## src/rtl/bsr_pkg.sv

```systemverilog
`default_nettype none
package bsr_pkg;

   // fixed field widths
   localparam int OFFSET_W      = 21;
   localparam int HEADER_W      = 13;
   localparam int ENTRY_HDR_W   = 7;
   localparam int ALIGN_W       = 3;
   localparam int ALIGN_MASK_W  = 7;
   localparam int CSR_INDEX_W   = 2;
   localparam int CSR_DATA_W    = 21;
   localparam int NEED_W        = OFFSET_W + 1;

   // capacity limit, applied on top of the buffer_bytes register
   localparam int MAX_BUFFER_BYTES = 1048576;
   localparam int MAX_W = $clog2(MAX_BUFFER_BYTES + 1);
   localparam int CMP_W = (MAX_W > OFFSET_W + 2) ? MAX_W : OFFSET_W + 2;

   // register reset values
   localparam logic [OFFSET_W-1:0]    BUFFER_BYTES_RST = 21'd65536;
   localparam logic [HEADER_W-1:0]    HEADER_BYTES_RST = 13'd64;
   localparam logic [ENTRY_HDR_W-1:0] ENTRY_HDR_RST    = 7'd16;
   localparam logic [ALIGN_W-1:0]     ALIGN_LOG2_RST   = 3'd3;

   typedef enum logic [1:0] {
      OP_CHECKOUT  = 2'd0,
      OP_MARK_FULL = 2'd1,
      OP_CHECKIN   = 2'd2,
      OP_RESTART   = 2'd3
   } op_type;

   typedef enum logic [2:0] {
      ST_OK          = 3'd0,
      ST_RETRY       = 3'd1,
      ST_TOO_SMALL   = 3'd2,
      ST_FULL_ACTIVE = 3'd3,
      ST_FULL_IDLE   = 3'd4,
      ST_ALL_DONE    = 3'd5,
      ST_BAD_CHECKIN = 3'd6
   } status_type;

   typedef enum logic [CSR_INDEX_W-1:0] {
      CSR_BUFFER_BYTES = 2'd0,
      CSR_HEADER_BYTES = 2'd1,
      CSR_ENTRY_HDR    = 2'd2,
      CSR_ALIGN_LOG2   = 2'd3
   } csr_index_type;

   typedef struct packed {
      logic [OFFSET_W-1:0]    buffer_bytes;
      logic [HEADER_W-1:0]    header_bytes;
      logic [ENTRY_HDR_W-1:0] entry_header_bytes;
      logic [ALIGN_W-1:0]     align_log2;
   } cfg_type;

   typedef struct packed {
      logic [OFFSET_W-1:0] fill_offset;
      logic [OFFSET_W-1:0] entries;
      logic [OFFSET_W-1:0] active_writers;
      logic                full_flag;
   } state_type;

   typedef struct packed {
      op_type              operation;
      logic [OFFSET_W-1:0] payload_bytes;
      logic [OFFSET_W-1:0] checkin_offset;
   } req_type;

   typedef struct packed {
      status_type          status;
      logic [OFFSET_W-1:0] entry_offset;
      logic [OFFSET_W-1:0] entries_total;
      logic [OFFSET_W-1:0] fill_bytes;
      logic                is_full;
   } rsp_type;

endpackage
`default_nettype wire

```

## src/rtl/bsr_req_if.sv

```systemverilog
`default_nettype none
interface bsr_req_if
   import bsr_pkg::*;
();
   logic                valid;
   logic                ready;
   op_type              operation;
   logic [OFFSET_W-1:0] payload_bytes;
   logic [OFFSET_W-1:0] checkin_offset;

   modport source (output valid, output operation, output payload_bytes,
                   output checkin_offset, input ready);
   modport sink (input valid, input operation, input payload_bytes,
                 input checkin_offset, output ready);
endinterface
`default_nettype wire

```

## src/rtl/bsr_rsp_if.sv

```systemverilog
`default_nettype none
interface bsr_rsp_if
   import bsr_pkg::*;
();
   logic                valid;
   logic                ready;
   status_type          status;
   logic [OFFSET_W-1:0] entry_offset;
   logic [OFFSET_W-1:0] entries_total;
   logic [OFFSET_W-1:0] fill_bytes;
   logic                is_full;

   modport source (output valid, output status, output entry_offset,
                   output entries_total, output fill_bytes, output is_full,
                   input ready);
   modport sink (input valid, input status, input entry_offset,
                 input entries_total, input fill_bytes, input is_full,
                 output ready);
endinterface
`default_nettype wire

```

## src/rtl/bsr_csr.sv

```systemverilog
`default_nettype none
module bsr_csr
   import bsr_pkg::*;
(
   input  wire logic                   clock,
   input  wire logic                   reset,
   input  wire logic                   csr_wr_en,
   input  wire logic [CSR_INDEX_W-1:0] csr_index,
   input  wire logic [CSR_DATA_W-1:0]  csr_wr_data,
   output cfg_type                     cfg
);

   cfg_type cfg_ff;
   cfg_type cfg_in;

   always_comb begin
      cfg_in = cfg_ff;
      if (csr_wr_en) begin
         case (csr_index_type'(csr_index))
            CSR_BUFFER_BYTES: cfg_in.buffer_bytes       = csr_wr_data[OFFSET_W-1:0];
            CSR_HEADER_BYTES: cfg_in.header_bytes       = csr_wr_data[HEADER_W-1:0];
            CSR_ENTRY_HDR:    cfg_in.entry_header_bytes = csr_wr_data[ENTRY_HDR_W-1:0];
            CSR_ALIGN_LOG2:   cfg_in.align_log2         = csr_wr_data[ALIGN_W-1:0];
            default:          cfg_in = cfg_ff;
         endcase
      end
   end

   always_ff @(posedge clock) begin
      if (reset) begin
         cfg_ff.buffer_bytes       <= BUFFER_BYTES_RST;
         cfg_ff.header_bytes       <= HEADER_BYTES_RST;
         cfg_ff.entry_header_bytes <= ENTRY_HDR_RST;
         cfg_ff.align_log2         <= ALIGN_LOG2_RST;
      end else begin
         cfg_ff <= cfg_in;
      end
   end

   assign cfg = cfg_ff;

endmodule
`default_nettype wire

```

## src/rtl/bsr_step.sv

```systemverilog
`default_nettype none
module bsr_step
   import bsr_pkg::*;
(
   input  wire cfg_type   cfg,
   input  wire state_type cur,
   input  wire req_type   req,
   output state_type      nxt,
   output rsp_type        rsp
);

   logic [ALIGN_MASK_W-1:0] align_mask;
   logic [NEED_W-1:0]       need_raw;
   logic [NEED_W-1:0]       need;
   logic [CMP_W-1:0]        end_sum;
   logic [CMP_W-1:0]        buf_ext;
   logic [CMP_W-1:0]        cap;
   logic                    room;
   logic [OFFSET_W-1:0]     granted;
   logic [OFFSET_W-1:0]     writers_dec;
   logic                    bad_checkin;

   always_comb begin
      // entry size rounded up to the alignment
      align_mask = ALIGN_MASK_W'((8'd1 << cfg.align_log2) - 8'd1);
      need_raw   = NEED_W'(req.payload_bytes) + NEED_W'(cfg.entry_header_bytes)
                   + NEED_W'(align_mask);
      need       = need_raw & ~NEED_W'(align_mask);
      end_sum    = CMP_W'(cur.fill_offset) + CMP_W'(need);
      buf_ext    = CMP_W'(cfg.buffer_bytes);
      cap        = (buf_ext > CMP_W'(MAX_BUFFER_BYTES)) ? CMP_W'(MAX_BUFFER_BYTES) : buf_ext;
      room       = (end_sum <= cap) && (cur.entries != '1) && (cur.active_writers != '1);
      granted    = cur.fill_offset + OFFSET_W'(cfg.entry_header_bytes);
      writers_dec = cur.active_writers - OFFSET_W'(1);
      bad_checkin = (cur.active_writers == '0) || (req.checkin_offset >= cur.fill_offset);

      nxt              = cur;
      rsp.status       = ST_OK;
      rsp.entry_offset = '0;

      case (req.operation)
         OP_CHECKOUT: begin
            if (cur.full_flag) begin
               rsp.status = ST_RETRY;
            end else if (room) begin
               rsp.entry_offset   = granted;
               nxt.fill_offset    = end_sum[OFFSET_W-1:0];
               nxt.entries        = cur.entries + OFFSET_W'(1);
               nxt.active_writers = cur.active_writers + OFFSET_W'(1);
            end else if (cur.entries == '0) begin
               rsp.status = ST_TOO_SMALL;
            end else begin
               nxt.full_flag = 1'b1;
               rsp.status    = (cur.active_writers != '0) ? ST_FULL_ACTIVE : ST_FULL_IDLE;
            end
         end
         OP_MARK_FULL: begin
            if (cur.full_flag) begin
               rsp.status = ST_RETRY;
            end else if (cur.entries != '0) begin
               nxt.full_flag = 1'b1;
               rsp.status    = (cur.active_writers != '0) ? ST_FULL_ACTIVE : ST_FULL_IDLE;
            end
         end
         OP_CHECKIN: begin
            if (bad_checkin) begin
               rsp.status = ST_BAD_CHECKIN;
            end else begin
               nxt.active_writers = writers_dec;
               rsp.status = ((writers_dec == '0) && cur.full_flag) ? ST_ALL_DONE : ST_OK;
            end
         end
         OP_RESTART: begin
            nxt.fill_offset    = OFFSET_W'(cfg.header_bytes);
            nxt.entries        = '0;
            nxt.active_writers = '0;
            nxt.full_flag      = 1'b0;
         end
         default: begin
            nxt = cur;
         end
      endcase

      rsp.entries_total = nxt.entries;
      rsp.fill_bytes    = nxt.fill_offset;
      rsp.is_full       = nxt.full_flag;
   end

endmodule
`default_nettype wire

```

## src/rtl/buffer_space_reservation_core.sv

```systemverilog
`default_nettype none
// buffer space reservation core: bump pointer allocator for a record buffer
//
// req_if carries one request per transfer: checkout, mark full, checkin or
// restart. rsp_if returns exactly one result per request, in order, with the
// status, granted payload offset and the entry count, fill offset and full
// flag after the request. csr_* writes the four setup registers (capacity,
// buffer header, entry header, alignment); write them only while idle.
//
// a request is held in the input register, then one pass of add/align/compare
// writes the result register, and the allocator state is updated at the same
// edge. throughput: one request per cycle while rsp_if.ready stays high.
//
// reset clears the allocator state (fill offset to 64, counts and full flag
// to zero), both pipeline stages and restores the register defaults.
// when the receiver stalls, the result register holds, the input register
// fills, and req_if.ready drops; no transfer is lost or repeated.
module buffer_space_reservation_core
   import bsr_pkg::*;
(
   input  wire logic                   clock,
   input  wire logic                   reset,
   bsr_req_if.sink                     req_if,
   bsr_rsp_if.source                   rsp_if,
   input  wire logic                   csr_wr_en,
   input  wire logic [CSR_INDEX_W-1:0] csr_index,
   input  wire logic [CSR_DATA_W-1:0]  csr_wr_data
);

   cfg_type   cfg;
   state_type state_ff;
   state_type state_in;
   state_type step_nxt;
   rsp_type   step_rsp;

   // input register
   logic      in_valid_ff;
   logic      in_valid_in;
   req_type   in_req_ff;
   req_type   in_req_in;

   // result register
   logic      out_valid_ff;
   logic      out_valid_in;
   rsp_type   out_rsp_ff;
   rsp_type   out_rsp_in;

   logic      req_xfer;
   logic      rsp_xfer;
   logic      advance;

   bsr_csr u_csr (
      .clock       (clock),
      .reset       (reset),
      .csr_wr_en   (csr_wr_en),
      .csr_index   (csr_index),
      .csr_wr_data (csr_wr_data),
      .cfg         (cfg)
   );

   bsr_step u_step (
      .cfg (cfg),
      .cur (state_ff),
      .req (in_req_ff),
      .nxt (step_nxt),
      .rsp (step_rsp)
   );

   // the held request moves on whenever the result slot is free or draining
   assign advance     = in_valid_ff && (!out_valid_ff || rsp_if.ready);
   assign req_if.ready = !in_valid_ff || advance;
   assign req_xfer    = req_if.valid && req_if.ready;
   assign rsp_xfer    = out_valid_ff && rsp_if.ready;

   always_comb begin
      in_req_in.operation      = req_if.operation;
      in_req_in.payload_bytes  = req_if.payload_bytes;
      in_req_in.checkin_offset = req_if.checkin_offset;

      if (req_xfer) begin
         in_valid_in = 1'b1;
      end else if (advance) begin
         in_valid_in = 1'b0;
      end else begin
         in_valid_in = in_valid_ff;
      end

      if (advance) begin
         out_valid_in = 1'b1;
      end else if (rsp_xfer) begin
         out_valid_in = 1'b0;
      end else begin
         out_valid_in = out_valid_ff;
      end

      // state commits together with the result it produced
      state_in   = advance ? step_nxt : state_ff;
      out_rsp_in = step_rsp;
   end

   // control state
   always_ff @(posedge clock) begin
      if (reset) begin
         in_valid_ff             <= 1'b0;
         out_valid_ff            <= 1'b0;
         state_ff.fill_offset    <= OFFSET_W'(HEADER_BYTES_RST);
         state_ff.entries        <= '0;
         state_ff.active_writers <= '0;
         state_ff.full_flag      <= 1'b0;
      end else begin
         in_valid_ff  <= in_valid_in;
         out_valid_ff <= out_valid_in;
         state_ff     <= state_in;
      end
   end

   // payload registers, no reset
   always_ff @(posedge clock) begin
      if (req_xfer) begin
         in_req_ff <= in_req_in;
      end
      if (advance) begin
         out_rsp_ff <= out_rsp_in;
      end
   end

   assign rsp_if.valid         = out_valid_ff;
   assign rsp_if.status        = out_rsp_ff.status;
   assign rsp_if.entry_offset  = out_rsp_ff.entry_offset;
   assign rsp_if.entries_total = out_rsp_ff.entries_total;
   assign rsp_if.fill_bytes    = out_rsp_ff.fill_bytes;
   assign rsp_if.is_full       = out_rsp_ff.is_full;

endmodule
`default_nettype wire
```

## src/flat_wrapper.sv

```systemverilog
// flat-port wrapper written by rule: the top's interface ports become plain ports
module buffer_space_reservation_core_flat import bsr_pkg::*;
  (clock, reset, csr_wr_en, csr_index, csr_wr_data, req_if_valid, req_if_operation, req_if_payload_bytes, req_if_checkin_offset, req_if_ready, rsp_if_valid, rsp_if_status, rsp_if_entry_offset, rsp_if_entries_total, rsp_if_fill_bytes, rsp_if_is_full, rsp_if_ready);
  bsr_req_if req_if_i ();
  bsr_rsp_if rsp_if_i ();
  input  wire logic clock;
  input  wire logic reset;
  input  wire logic csr_wr_en;
  input  wire logic [CSR_INDEX_W-1:0] csr_index;
  input  wire logic [CSR_DATA_W-1:0] csr_wr_data;
  input wire logic [$bits(req_if_i.valid)-1:0] req_if_valid;
  input wire logic [$bits(req_if_i.operation)-1:0] req_if_operation;
  input wire logic [$bits(req_if_i.payload_bytes)-1:0] req_if_payload_bytes;
  input wire logic [$bits(req_if_i.checkin_offset)-1:0] req_if_checkin_offset;
  output wire logic [$bits(req_if_i.ready)-1:0] req_if_ready;
  output wire logic [$bits(rsp_if_i.valid)-1:0] rsp_if_valid;
  output wire logic [$bits(rsp_if_i.status)-1:0] rsp_if_status;
  output wire logic [$bits(rsp_if_i.entry_offset)-1:0] rsp_if_entry_offset;
  output wire logic [$bits(rsp_if_i.entries_total)-1:0] rsp_if_entries_total;
  output wire logic [$bits(rsp_if_i.fill_bytes)-1:0] rsp_if_fill_bytes;
  output wire logic [$bits(rsp_if_i.is_full)-1:0] rsp_if_is_full;
  input wire logic [$bits(rsp_if_i.ready)-1:0] rsp_if_ready;
  assign req_if_i.valid = req_if_valid;
  assign req_if_i.operation = req_if_operation;
  assign req_if_i.payload_bytes = req_if_payload_bytes;
  assign req_if_i.checkin_offset = req_if_checkin_offset;
  assign req_if_ready = req_if_i.ready;
  assign rsp_if_valid = rsp_if_i.valid;
  assign rsp_if_status = rsp_if_i.status;
  assign rsp_if_entry_offset = rsp_if_i.entry_offset;
  assign rsp_if_entries_total = rsp_if_i.entries_total;
  assign rsp_if_fill_bytes = rsp_if_i.fill_bytes;
  assign rsp_if_is_full = rsp_if_i.is_full;
  assign rsp_if_i.ready = rsp_if_ready;
  buffer_space_reservation_core u_core (.clock(clock), .reset(reset), .req_if(req_if_i), .rsp_if(rsp_if_i), .csr_wr_en(csr_wr_en), .csr_index(csr_index), .csr_wr_data(csr_wr_data));
endmodule
```

## config.mk

```make
export PLATFORM = sky130hd
export DESIGN_NAME = buffer_space_reservation_core_flat
export DESIGN_NICKNAME = d
export VERILOG_FILES = /design/src/rtl/bsr_pkg.sv /design/src/rtl/bsr_req_if.sv /design/src/rtl/bsr_rsp_if.sv /design/src/rtl/bsr_csr.sv /design/src/rtl/bsr_step.sv /design/src/rtl/buffer_space_reservation_core.sv /design/src/flat_wrapper.sv
export SDC_FILE = /design/constraint.sdc
export NUM_CORES = 1
export LEC_CHECK = 0
export BUFFER_PORTS_ARGS = -buffer_cell sky130_fd_sc_hd__buf_2
export CELL_PAD_IN_SITES_DETAIL_PLACEMENT = 0
export CELL_PAD_IN_SITES_GLOBAL_PLACEMENT = 1
export CORE_MARGIN = 4
export CORE_UTILIZATION = 41
export CTS_CLUSTER_SIZE = 8
export DETAILED_ROUTE_END_ITERATION = 7
export PLACE_DENSITY = 0.75
export SYNTH_ARGS = -nofsm -noshare
export SYNTH_HDL_FRONTEND = slang
export SYNTH_SLANG_ARGS = --single-unit
```

## constraint.sdc

```tcl
create_clock -name clock -period 8 [get_ports clock]
set_input_delay 1.6 -clock clock [delete_from_list [all_inputs] [get_ports clock]]
set_output_delay 1.6 -clock clock [all_outputs]
set_load 0.01 [all_outputs]
```

==> results by group <==
Status
  • Status: completed

Yosys
  • Cell count after synthesis: approximately 1500
  • Top cells by area in the synthesized netlist: edfxtp_1 25%, dfxtp_1 17%, ha_1 8.3%, nand2_1 5.3%, a21oi_1 4.2%
  • Synthesized cell area: between 10000 and 15000 µm²
  • Distinct cell type count after synthesis: 74
  • Synth Area in Adders: 0.0979
  • Syn Area/Cell: 8.99 µm²
  • Async S/R FF share, synth: 0
  • Number of flops mapped to enable cells by yosys: 111
  • Largest family of logic cells by synthesized area: compound AO/OA/AOI/OAI gates
  • Leading area contributor after synthesis: edfxtp_1
  • Simple-Gate Fraction of Synth Area: 0.180
  • Compound-Gate Fraction of Synth Area: 0.199
  • Mapped Nets: 1649
  • Post-synthesis mux area share: 0.00913
  • Post-synthesis xor/xnor area fraction: 0.0461
  • Synth top area share: 0.251
  • Yosys reg bits: 221
  • Commonest cells post-synth: 188 x nand2_1, 112 x a21oi_1, 111 x edfxtp_1
  • Main synth FF type: edfxtp_1
  • Ys Warns: 0
  • Register area share after synthesis: 0.416
  • Most common cell in the netlist: nand2_1

Global route
  • Aggregate global-route resource usage: 0.211
  • First-pass GRT wire length: 60.9 mm
  • GR Overflow Total: 0
  • Initial antenna violation count: 0
  • Via count of the first global-routing pass: 11223
  • Pin count of the biggest net entering global routing: 55

Run
  • Total of max-cap violations: 0

Layout
  • Final antenna diode count: 0
  • NumNets Final: about 1800
  • Synth-to-layout area growth: 17.6%
  • Share of layout cells above drive strength 1: 0.154
  • Reg area: 5540 µm²
  • # fillers: 3018
  • Core Util, Final: 0.492
  • Area of the multi-input gates: 7170 µm²
  • Design Area, Final: 15600 µm²
  • Final non-filler cell total: 2070

Worst setup path
  • Worst path max stage delay: 0.54 ns
  • R2R Setup Slk: 0.44 ns
  • Slowest cell on the critical path: fa_1
  • Worst setup EP type: flip-flop
  • Crit Path Max Fanout: 9
  • Worst path required time: approximately 8.2 ns
  • Crit path kind: flip-flop to flip-flop
  • Worst path arrival time: approximately 7.8 ns
  • Startpoint Class: flip-flop

STA
  • Slew @ Worst Pin: 1.16 ns
  • Fmax: roughly 130 MHz
  • Slew Viols, Final: 0
  • Min Hold Slack: 0.463 ns
  • Setup TNS: 0 ns
  • Setup violations, final: 0
  • Rel. slew slack: 0.223
  • Final Hold Viols: 0
  • Setup WS post-layout: around 0.44 ns
  • Skew final: 0.0211 ns
  • Final period util: 0.945
  • Minimum clock period: 7.56 ns

Place
  • Post-Place Cells: 2009
  • DP Wirelength: 28.2 mm
  • Placed cell areas: between 10000 and 15000 µm²
  • Setup WS pre-CTS: -0.123 ns
  • Placer Congestion: 0.905
  • Port Buffer Count: 140

Floorplan
  • Core area: 31800 µm²
  • Initial Util: 0.418
  • # IOs: 141
  • Die height: 188 µm
  • Die area: 35400 µm²
  • FP Rows: 65
  • Die Width: 188 µm

Clock tree
  • Hold-fix buffers, CTS: 0
  • CTS Buffer Depth: 3
  • # H-tree levels: 2
  • Clk_lat worst skew: approximately 0.50 ns
  • Worst-path clk slew: 0.05 ns
  • CTS buffer count: 34
  • CTS tree: built
  • Root Buffer Master: clkbuf_16
  • Total clock sinks: 221

Route
  • Final WL: 38.5 mm
  • Vias per Instance: about 5.5
  • Pre-antenna DRT Iters: 5
  • DRT antenna net count: 0
  • First DRT Iteration DRCs: 709
  • WL/cell: approximately 19 µm
  • # DRC: 0
  • Via count: between 10000 and 15000

Pwr
  • Pwr dens: 202 nW/µm²
  • Tot Pwr: 3.15 mW
  • Static Leak: 6.12 nW
  • Max VDD drop: between 0.00015 and 0.0002 V

Min path
  • Worst min-delay path class: flip-flop to flip-flop
[critical path: cells and delay by family, from the launching register on]
family                     cells  cell delay, ns
AOI/OAI and AO/OA             14            2.85
adders and majority gates      5            1.65
and+or+nand+nor                9            1.56
xor gates and xnor gates       3            0.47
buffers and inverters          3            0.39
DFF                            1            0.30
[power breakdown]
| part | switching (mW) | leakage (nW) | internal, mW |
|---|---|---|---|
| logic | 0.337 | 3.69 | 0.207 |
| registers | 0.0306 | 1.95 | 1.24 |
| clock network | 0.503 | 0.477 | 0.839 |
| total | 0.871 | 6.12 | 2.28 |
[registers in the layout, summed over array words and instances (netlist names)]
register	count
u_core.rsp_if.is_full	1
u_core.in_valid_ff	1
u_core.state_ff	64
u_core.rsp_if.valid	1
u_core.in_req_ff	44
u_core.u_csr.cfg	44
u_core.rsp_if.entries_total	21
u_core.rsp_if.fill_bytes	21
u_core.rsp_if.entry_offset	21
u_core.rsp_if.status	3
[cells in the final DEF, fill, tap and decap left out, types with 11 or more instances in the layout]
master	instances
nand2_1	188
buf_2	140
edfxtp_1	111
dfxtp_1	110
a21oi_1	109
nor2_1	102
inv_1	96
ha_1	87
o21ai_0	63
xnor2_1	53
nor3_1	43
nand3_1	38
buf_4	37
clkbuf_16	35
a21o_1	23
nand4_1	23
a211oi_1	22
nor4_1	21
a22o_1	20
clkbuf_1	20
o21a_1	18
xor2_1	16
or3_1	15
a22oi_1	13
o32ai_1	12
nor2b_1	11
mux2i_1	11
[logic make-up after synthesis]
family,after synthesis
and+or+nand+nor,508
AOI/OAI and AO/OA,390
DFF,221
buffers and inverters,180
adders and majority gates,98
xor gates and xnor gates,70
muxes,12
[path summary, 6_finish.rpt]
check / from / endpoint / depth (start not counted)
hold reg to reg: u_core.u_csr.cfg[11] / u_core.u_csr.cfg[11] / 2
setup / recovery: u_core.u_csr.cfg[0] / u_core.rsp_if.fill_bytes[9] / 34
setup reg to reg: u_core.u_csr.cfg[0] / u_core.rsp_if.fill_bytes[9] / 34
hold / removal: u_core.u_csr.cfg[11] / u_core.u_csr.cfg[11] / 2
[area by class of cell]
cell class	count	area share
Tap cell	435	0.0348
Inverter	98	0.0235
Multi-Input combinational cell	1078	0.459
Clock buffer	55	0.0608
Sequential cell	221	0.354
Clock inverter	4	0.00296
Timing Repair Buffer	179	0.0652
[metal layers]
| layer | track usage | share of wire | routed length [µm] |
|---|---|---|---|
| met1 | 0.272 | 0.43 | 16600 |
| met5 | 0 | 0 | 0 |
| met2 | 0.370 | 0.49 | 19000 |
| met3 | 0.0283 | 0.050 | 1910 |
| met4 | 0.0607 | 0.027 | 1040 |
[timing repair]
item	in CTS	in global routing
endpoints found under the hold margin	0	0
buffers inserted	0	2
pin swaps	0	4
setup endpoints to repair	13	129
resized for setup	1	21
Note: power is estimated with default switching activity, not from simulation.
